[config.mk]
export PLATFORM = sky130hd
export DESIGN_NAME = m3sat_cell
export DESIGN_NICKNAME = d
export VERILOG_FILES = /design/src/m3sat_pkg.sv /design/src/m3sat_cell.sv
export SDC_FILE = /design/constraint.sdc
export NUM_CORES = 1
export LEC_CHECK = 0
export ABC_CLOCK_PERIOD_IN_PS = 5750
export BUFFER_PORTS_ARGS = -buffer_cell sky130_fd_sc_hd__buf_4
export CAP_MARGIN = 20
export CORE_UTILIZATION = 50
export DETAILED_ROUTE_END_ITERATION = 12
export GPL_TIMING_DRIVEN = 0
export PLACE_DENSITY = 0.89
export SLEW_MARGIN = 10
export SYNTH_ARGS = -nofsm -noshare
export SYNTH_HDL_FRONTEND = slang
export SYNTH_SLANG_ARGS = --single-unit
[constraint.sdc]
create_clock -name i_clk -period 5.75 [get_ports i_clk]
set_input_delay 0.2875 -clock i_clk [delete_from_list [all_inputs] [get_ports i_clk]]
set_output_delay 0.2875 -clock i_clk [all_outputs]
set_load 0.01 [all_outputs]
[src/m3sat_pkg.sv]
// Shared constants, token types and helpers for the max-3-SAT hill climber.
`timescale 1ns / 1ps
package m3sat_pkg;

    localparam int DEF_MAX_VARS    = 256;
    localparam int DEF_MAX_CLAUSES = 1024;

    // Field widths (fixed by the item format)
    localparam int KIND_W  = 2;
    localparam int SLOT_W  = 10;
    localparam int LIT_W   = 10;
    localparam int SCORE_W = 11;
    localparam int NV_W    = 9;
    localparam int NC_W    = 11;
    localparam int CFG_W   = 11;
    localparam int NLIT    = 3;

    // Internal widths sized for the largest supported configuration
    localparam int IDX_W  = 12;
    localparam int CNT_W  = 17;
    localparam int GAIN_W = 18;

    localparam logic [CNT_W-1:0] SCORE_SAT = CNT_W'(2047);

    localparam logic [KIND_W-1:0] KIND_LOAD  = 2'd0;
    localparam logic [KIND_W-1:0] KIND_SET   = 2'd1;
    localparam logic [KIND_W-1:0] KIND_CLIMB = 2'd2;
    localparam logic [KIND_W-1:0] KIND_READ  = 2'd3;

    localparam int CFG_IDX_W = 1;
    localparam logic [CFG_IDX_W-1:0] REG_NUM_VARS    = 1'b0;
    localparam logic [CFG_IDX_W-1:0] REG_NUM_CLAUSES = 1'b1;

    typedef struct packed {
        logic [LIT_W-1:0] third;
        logic [LIT_W-1:0] second;
        logic [LIT_W-1:0] first;
    } t_clause;

    typedef struct packed {
        logic             ok;
        logic             neg;
        logic [IDX_W-1:0] idx;
    } t_lit;

    // Lane A: clause collects literal truth on its way down the row
    typedef struct packed {
        logic                  valid;
        logic                  sweep;
        t_lit [NLIT-1:0]       lit;
        logic [NLIT-1:0]       truth;
    } t_tok_a;

    typedef struct packed {
        logic             up;
        logic             dn;
        logic [IDX_W-1:0] idx;
    } t_delta;

    // Lane B: per-variable score deltas, or the sweep that picks the best flip
    typedef struct packed {
        logic                     valid;
        logic                     sweep;
        t_delta [NLIT-1:0]        d;
        logic signed [GAIN_W-1:0] best_gain;
        logic [IDX_W-1:0]         best_idx;
        logic                     found;
    } t_tok_b;

    typedef struct packed {
        logic             wr;
        logic             flip;
        logic [IDX_W-1:0] idx;
        logic             val;
    } t_var_op;

    function automatic logic [SCORE_W-1:0] sat_score(input logic [CNT_W-1:0] s);
        sat_score = (s > SCORE_SAT) ? SCORE_W'(SCORE_SAT) : s[SCORE_W-1:0];
    endfunction

endpackage

[src/m3sat_cell.sv]
// One variable cell: holds the variable and its flip gain, passes both token lanes on.
`timescale 1ns / 1ps
module m3sat_cell #(
    parameter int CELL_IDX = 0
) (
    input  logic               i_clk,
    input  logic               i_rst_n,
    input  m3sat_pkg::t_var_op i_op,
    input  m3sat_pkg::t_tok_a  i_a,
    input  m3sat_pkg::t_tok_b  i_b,
    output m3sat_pkg::t_tok_a  o_a,
    output m3sat_pkg::t_tok_b  o_b,
    output logic               o_var
);
    import m3sat_pkg::*;

    localparam logic [IDX_W-1:0] ME = IDX_W'(CELL_IDX);

    logic                     r_var;
    logic signed [GAIN_W-1:0] r_gain;
    t_tok_a                   r_a, n_a;
    t_tok_b                   r_b, n_b;
    logic                     w_up, w_dn;

    always_comb begin
        n_a = i_a;
        for (int k = 0; k < NLIT; k++) begin
            if (i_a.lit[k].ok && i_a.lit[k].idx == ME) begin
                n_a.truth[k] = r_var ^ i_a.lit[k].neg;
            end
        end
    end

    // duplicates were removed upstream, so at most one delta hits this cell
    always_comb begin
        w_up = 1'b0;
        w_dn = 1'b0;
        for (int k = 0; k < NLIT; k++) begin
            if (i_b.d[k].idx == ME) begin
                w_up = w_up | i_b.d[k].up;
                w_dn = w_dn | i_b.d[k].dn;
            end
        end
    end

    always_comb begin
        n_b = i_b;
        if (i_b.valid && i_b.sweep && r_gain > i_b.best_gain) begin
            n_b.best_gain = r_gain;
            n_b.best_idx  = ME;
            n_b.found     = 1'b1;
        end
    end

    always_ff @(posedge i_clk) begin
        if (!i_rst_n) begin
            r_var   <= 1'b0;
            r_gain  <= '0;
            r_a     <= '0;
            r_b     <= '0;
        end else begin
            r_a <= n_a;
            r_b <= n_b;
            if (i_op.wr && i_op.idx == ME) begin
                r_var <= i_op.val;
            end else if (i_op.flip && i_op.idx == ME) begin
                r_var <= ~r_var;
            end
            if (i_b.valid && i_b.sweep) begin
                r_gain <= '0;
            end else if (i_b.valid && w_up) begin
                r_gain <= r_gain + GAIN_W'(1);
            end else if (i_b.valid && w_dn) begin
                r_gain <= r_gain - GAIN_W'(1);
            end
        end
    end

    assign o_a   = r_a;
    assign o_b   = r_b;
    assign o_var = r_var;
endmodule

Word level (Yosys, flattened, before mapping) --
Cells that the tools add are included.
Storage, ports and cells: flip-flop bits (word level) 141, input port bits 139, output and inout port bits 123, logic and storage cells 74
Operators by class: add/sub/neg operators 2, $lt $le $gt $ge 1, multiplexer cells 14, bitwise logic cells 9, reductions and logical operators 20
Operators with widths (number):
- zero test 12 bit | 7
- two-way mux 18 bit | 2
- two-way mux 31 bit | 1
- adder 18 x 2 -> 18 bit (second input constant) | 1
- > comparator 18 bit | 1
- subtractor 18 x 2 -> 18 bit (second input constant) | 1
- two-way mux 1 bit | 11
- logical AND 1 bit | 9
- OR 1 bit | 4
- nonzero test 2 bit | 2
- OR reduction 2 bit | 2
- XOR 1 bit | 3
- NOT 1 bit | 2

Depth between registers and ports, before layout --
word-level depth 9, gate-level depth with buffers 13, mapped depth without buffers 13

Least setup slack after synthesis --
Ideal clock, no wire load.
path type input-to-reg, start point input i_b[60] in the netlist's numbering, end point register r_gain[17], library setup time 124 ps, arrival time 3014 ps, required time 5626 ps, path slack 2612 ps, cell stages on the path 12, path buffers 0, cell sequence nor4_1 -> nand4_1 -> nand3_1 -> nand2_1 -> ha_1 -> o21ai_0 -> o21ai_0 -> a31oi_1 -> o31ai_1 -> mux2i_1 -> xnor2_1 -> nor2_1
On the way: longest elaborated chain between the ends 4, elaborated cells on any way between the ends 7, classes of those cells mux: 3; reduce/logical: 4
Ends and longest elaborated chain:
- from (decl) | line m3sat_cell.sv:10 | input m3sat_pkg::t_tok_b i_b,
- zero test 12 bit (*) | line m3sat_cell.sv:39 | if (i_b.d[k].idx == ME) begin
- two-way mux 1 bit | line m3sat_cell.sv:39
- logical AND 1 bit, on equally long branches | line m3sat_cell.sv:71, m3sat_cell.sv:73
- two-way mux 18 bit or nonzero test 2 bit (tied branches)
- to (signal assigned) | line m3sat_cell.sv:72 | r_gain <= r_gain + GAIN_W'(1);
- to (signal assigned) | line m3sat_cell.sv:74 | r_gain <= r_gain - GAIN_W'(1);
- to (decl) | line m3sat_cell.sv:20 | logic signed [GAIN_W-1:0] r_gain;
Every way passes the cells marked *; elsewhere a longest branch is shown, timed or not. A chain may end at the register's enable or synchronous reset.

Worst setup path after layout --
start point input i_b[64] in the netlist's numbering, end point register r_gain[17]
Same word-level chain as after synthesis.

==> metrics.md <==
| Metric | Value |
|---|---|
| Required @ worst endpoint | between 6 and 7 ns |
| Post-synth ARST share | 0 |
| Clock-pin transition on the worst setup and hold timing paths | 0.06 ns |
| Post-synth EDFFs | 0 |
| LEAKAGE | 0.00413 uW |
| Seq/Total Area, Yosys | 0.495 |
| Synthesized area | around 5700 um2 |
| Grt met2 use | 0.614 |
| Met1 GRT Util | 0.327 |
| DR pass1 iterations | 5 |
| CP startpoint kind | primary input |
| Vias in the first global route | around 5,800 |
| Power Density | roughly 280 nW/um2 |
| Slew of the pin with the lowest slew margin | ~0.72 ns |
| Netlist cell types | 45 |
| Die Span Y | about 110 um |
| IO Pins | around 260 |
| Routed WL | 19,300 um |
| Avg Inst Size Synth | between 9 and 10 um2 |
| Setup Fix Bufs, Post-CTS | 0 |
| Ant diodes | 0 |
| Detailed Place HPWL | roughly 14,000 um |
| Worst Path Arrival | slightly above 4 ns |
| Net count, final | just over 1,000 |
| First-pass GRT wire length | just under 30,000 um |
| Period utilization | 0.671 |
| Die area | 11,800 um2 |
| Post-Syn Instances | around 580 |
| Post-layout min period | between 3 and 4 ns |
| Slew margin rel. | 0.513 |
| Cell depth of the worst flop-to-flop path | 9 |
| Die Width | 109 um |
| Synthesis Warnings | 0 |
| Final setup vio count | 0 |
| Vias per inst | roughly 5.5 |
| TritonCTS clock tree | built |
| Largest net degree at the start of global routing | 19 |
| RR Endpoint | r_gain[16]$_SDFFE_PP0P_ |
| Syn-to-layout area delta | 47.6% |
| Grt total ovfl | 0 |
| M3 GR Usage | 0.114 |
| WL per Instance | about 19 um |
| Initial antenna violation count | 0 |
| Drt drc | 0 |
| Status | finished, final reports clean |
| Reg-to-reg slack, setup | a little over 3 ns |
| Number of clock sinks | approximately 140 |
| Hold Vio Cnt, Final | 0 |
| Hold crit path type | in -> reg |
| Bufs on Longest Clock Path | 2 |
| Crit path capture type | register |
| Share of cells above drive strength 1 | 0.340 |
| VDD IR-drop max | ~260 uV |
| Starting Density | 0.519 |
| Final hold slack | roughly 0.081 ns |
| Hold_sp | i_b[48] |
| Worst setup path class | in -> reg |
| Syn_nets | 756 |
| Max-slew violations | 0 |
| GRT Total Usage | 0.335 |
| Crit path to | r_gain[17]$_SDFFE_PP0P_ |
| Largest fanout on the critical path | 18 |
| GPL Wtd Cong | about 0.91 |
| Htree depth | 4 |
| # rows | 38 |
| Max Clk Rate | 259 MHz |
| Setup_tns | 0 ns |
| Critical path startpoint | i_b[64] |
| Clock Latency Late Sink | between 0.4 and 0.5 ns |
| Gr busiest metal | met2 |
| Clock root cell | clkbuf_16 |
| Worst R2R Start | r_gain[0]$_SDFFE_PP0P_ |
| Setup Skew | 0.00500 ns |
| CTS hold repair buffers | 0 |
| Via count | roughly 5,600 |
| Post_cts resized | 0 |
| I/O Buffers | 260 |
| DRT iter0 DRCs | ~430 |
| Synth Flop Type | dfxtp_1 |
| RSZ-0062 raised after global routing | no |
| Antenna viol nets, final | 0 |
| CORE AREA | about 11,000 um2 |
| Max Cap Viol | 0 |
| Synth Register Bits | roughly 140 |
| TritonCTS buffer count | 17 |
## cell usage after synthesis (all sizes together) (8+ instances only)
| library cell | instances | area [um2] |
|---|---|---|
| a21oi | 26 | 130 |
| and2 | 90 | 563 |
| and3 | 12 | 75.1 |
| clkbuf | 16 | 60.1 |
| dfxtp | 141 | 2820 |
| ha | 34 | 425 |
| inv | 25 | 93.8 |
| mux2i | 22 | 220 |
| nand2 | 18 | 67.6 |
| nand4 | 15 | 93.8 |
| nor2 | 43 | 161 |
| nor2b | 24 | 150 |
| nor4 | 17 | 106 |
| o21ai | 13 | 80.1 |
| xor2 | 8 | 70.1 |
## power breakdown
group,total (uW),switching (uW),internal (uW),leakage [uW]
sequential,1040,14.5,1020,0.00117
clock,1080,413,672,0.000290
combinational,275,122,152,0.00267
## critical path, cell delays in order
cell     delay [ns]
buf_4          0.12
nor4_1         0.63
nand4_1        0.16
nand3_1        0.13
nand2_1        0.44
ha_1           0.54
o21ai_0        0.16
o21ai_0        0.50
a31oi_1        0.28
o31ai_1        0.41
mux2i_1        0.27
xnor2_1        0.15
nor2_1         0.05
## per-layer routing
metal  share of wire  up-vias
met5               0        -
met1            0.35     2611
met2            0.53      304
met4           0.044        0
met3           0.081       83
li1                -     2564
## area by class of cell
class,instances,area (um2)
clock inverter,10,114
timing repair buffer,260,1950
inverter,25,93.8
tap,140,175
fill,667,2570
buffer,20,92.6
multi-input combinational,396,2690
clock buffer,22,474
sequential,141,2820
## stage by stage
stage	worst slack [ns]	instance area [um2]	util	instances	total power, uW
2_1_floorplan	2.61	5700	-	582	1150
3_3_place_gp	1.80	7830	0.713	982	1320
3_5_place_dp	1.66	7830	0.713	982	1330
4_1_cts	1.94	8420	0.766	1014	2400
5_1_grt	1.55	8420	0.766	1014	2470
6_report	1.89	8420	0.766	1014	2400
## layout by cell type, fill, tap and decap left out, drive strengths merged, types with 2 or more instances in the layout
master,n
nand3b,2
buf,264
a211o,3
nand2b,2
clkbuf,38
o311ai,2
o211ai,2
and2,90
nor2,43
ha,34
nor4b,4
clkinv,7
nand4,15
and3,12
nor4,17
o21ai,13
a211oi,6
a21o,6
a21oi,26
xor2,8
nor2b,24
bufinv,2
nor3,7
o31ai,3
nand3,6
o21bai,2
dfxtp,141
o21a,5
xnor2,7
nand2,18
a31oi,7
mux2i,22
inv,25
## kinds of logic (layout without fill, tap and decap cells)
logic type,count (synthesis),after routing,share of synthesized area
compound gates,79,79,0.0896
xor+xnor,15,15,0.0230
fa+ha+maj,35,35,0.0781
buf+inv,45,337,0.0327
flops,141,141,0.495
mux,22,22,0.0386
simple gates,245,245,0.243
## worst min-delay path by stage
stage	end	cells past startpoint
after floorplan	o_b[33]$_SDFF_PN0_	1
after global placement	r_gain[8]$_SDFFE_PP0P_	2
after detailed placement	o_a[46]$_SDFF_PN0_	2
after CTS	o_b[48]$_SDFF_PN0_	2
after global routing	o_b[37]$_SDFF_PN0_	2
final	o_b[48]$_SDFF_PN0_	2
## sequential cells by signal, indices dropped and copies added, names as in the netlist
name,flops
o_var,1
o_a,47
o_b,75
r_gain,18
(Power assumes the default switching activity.)
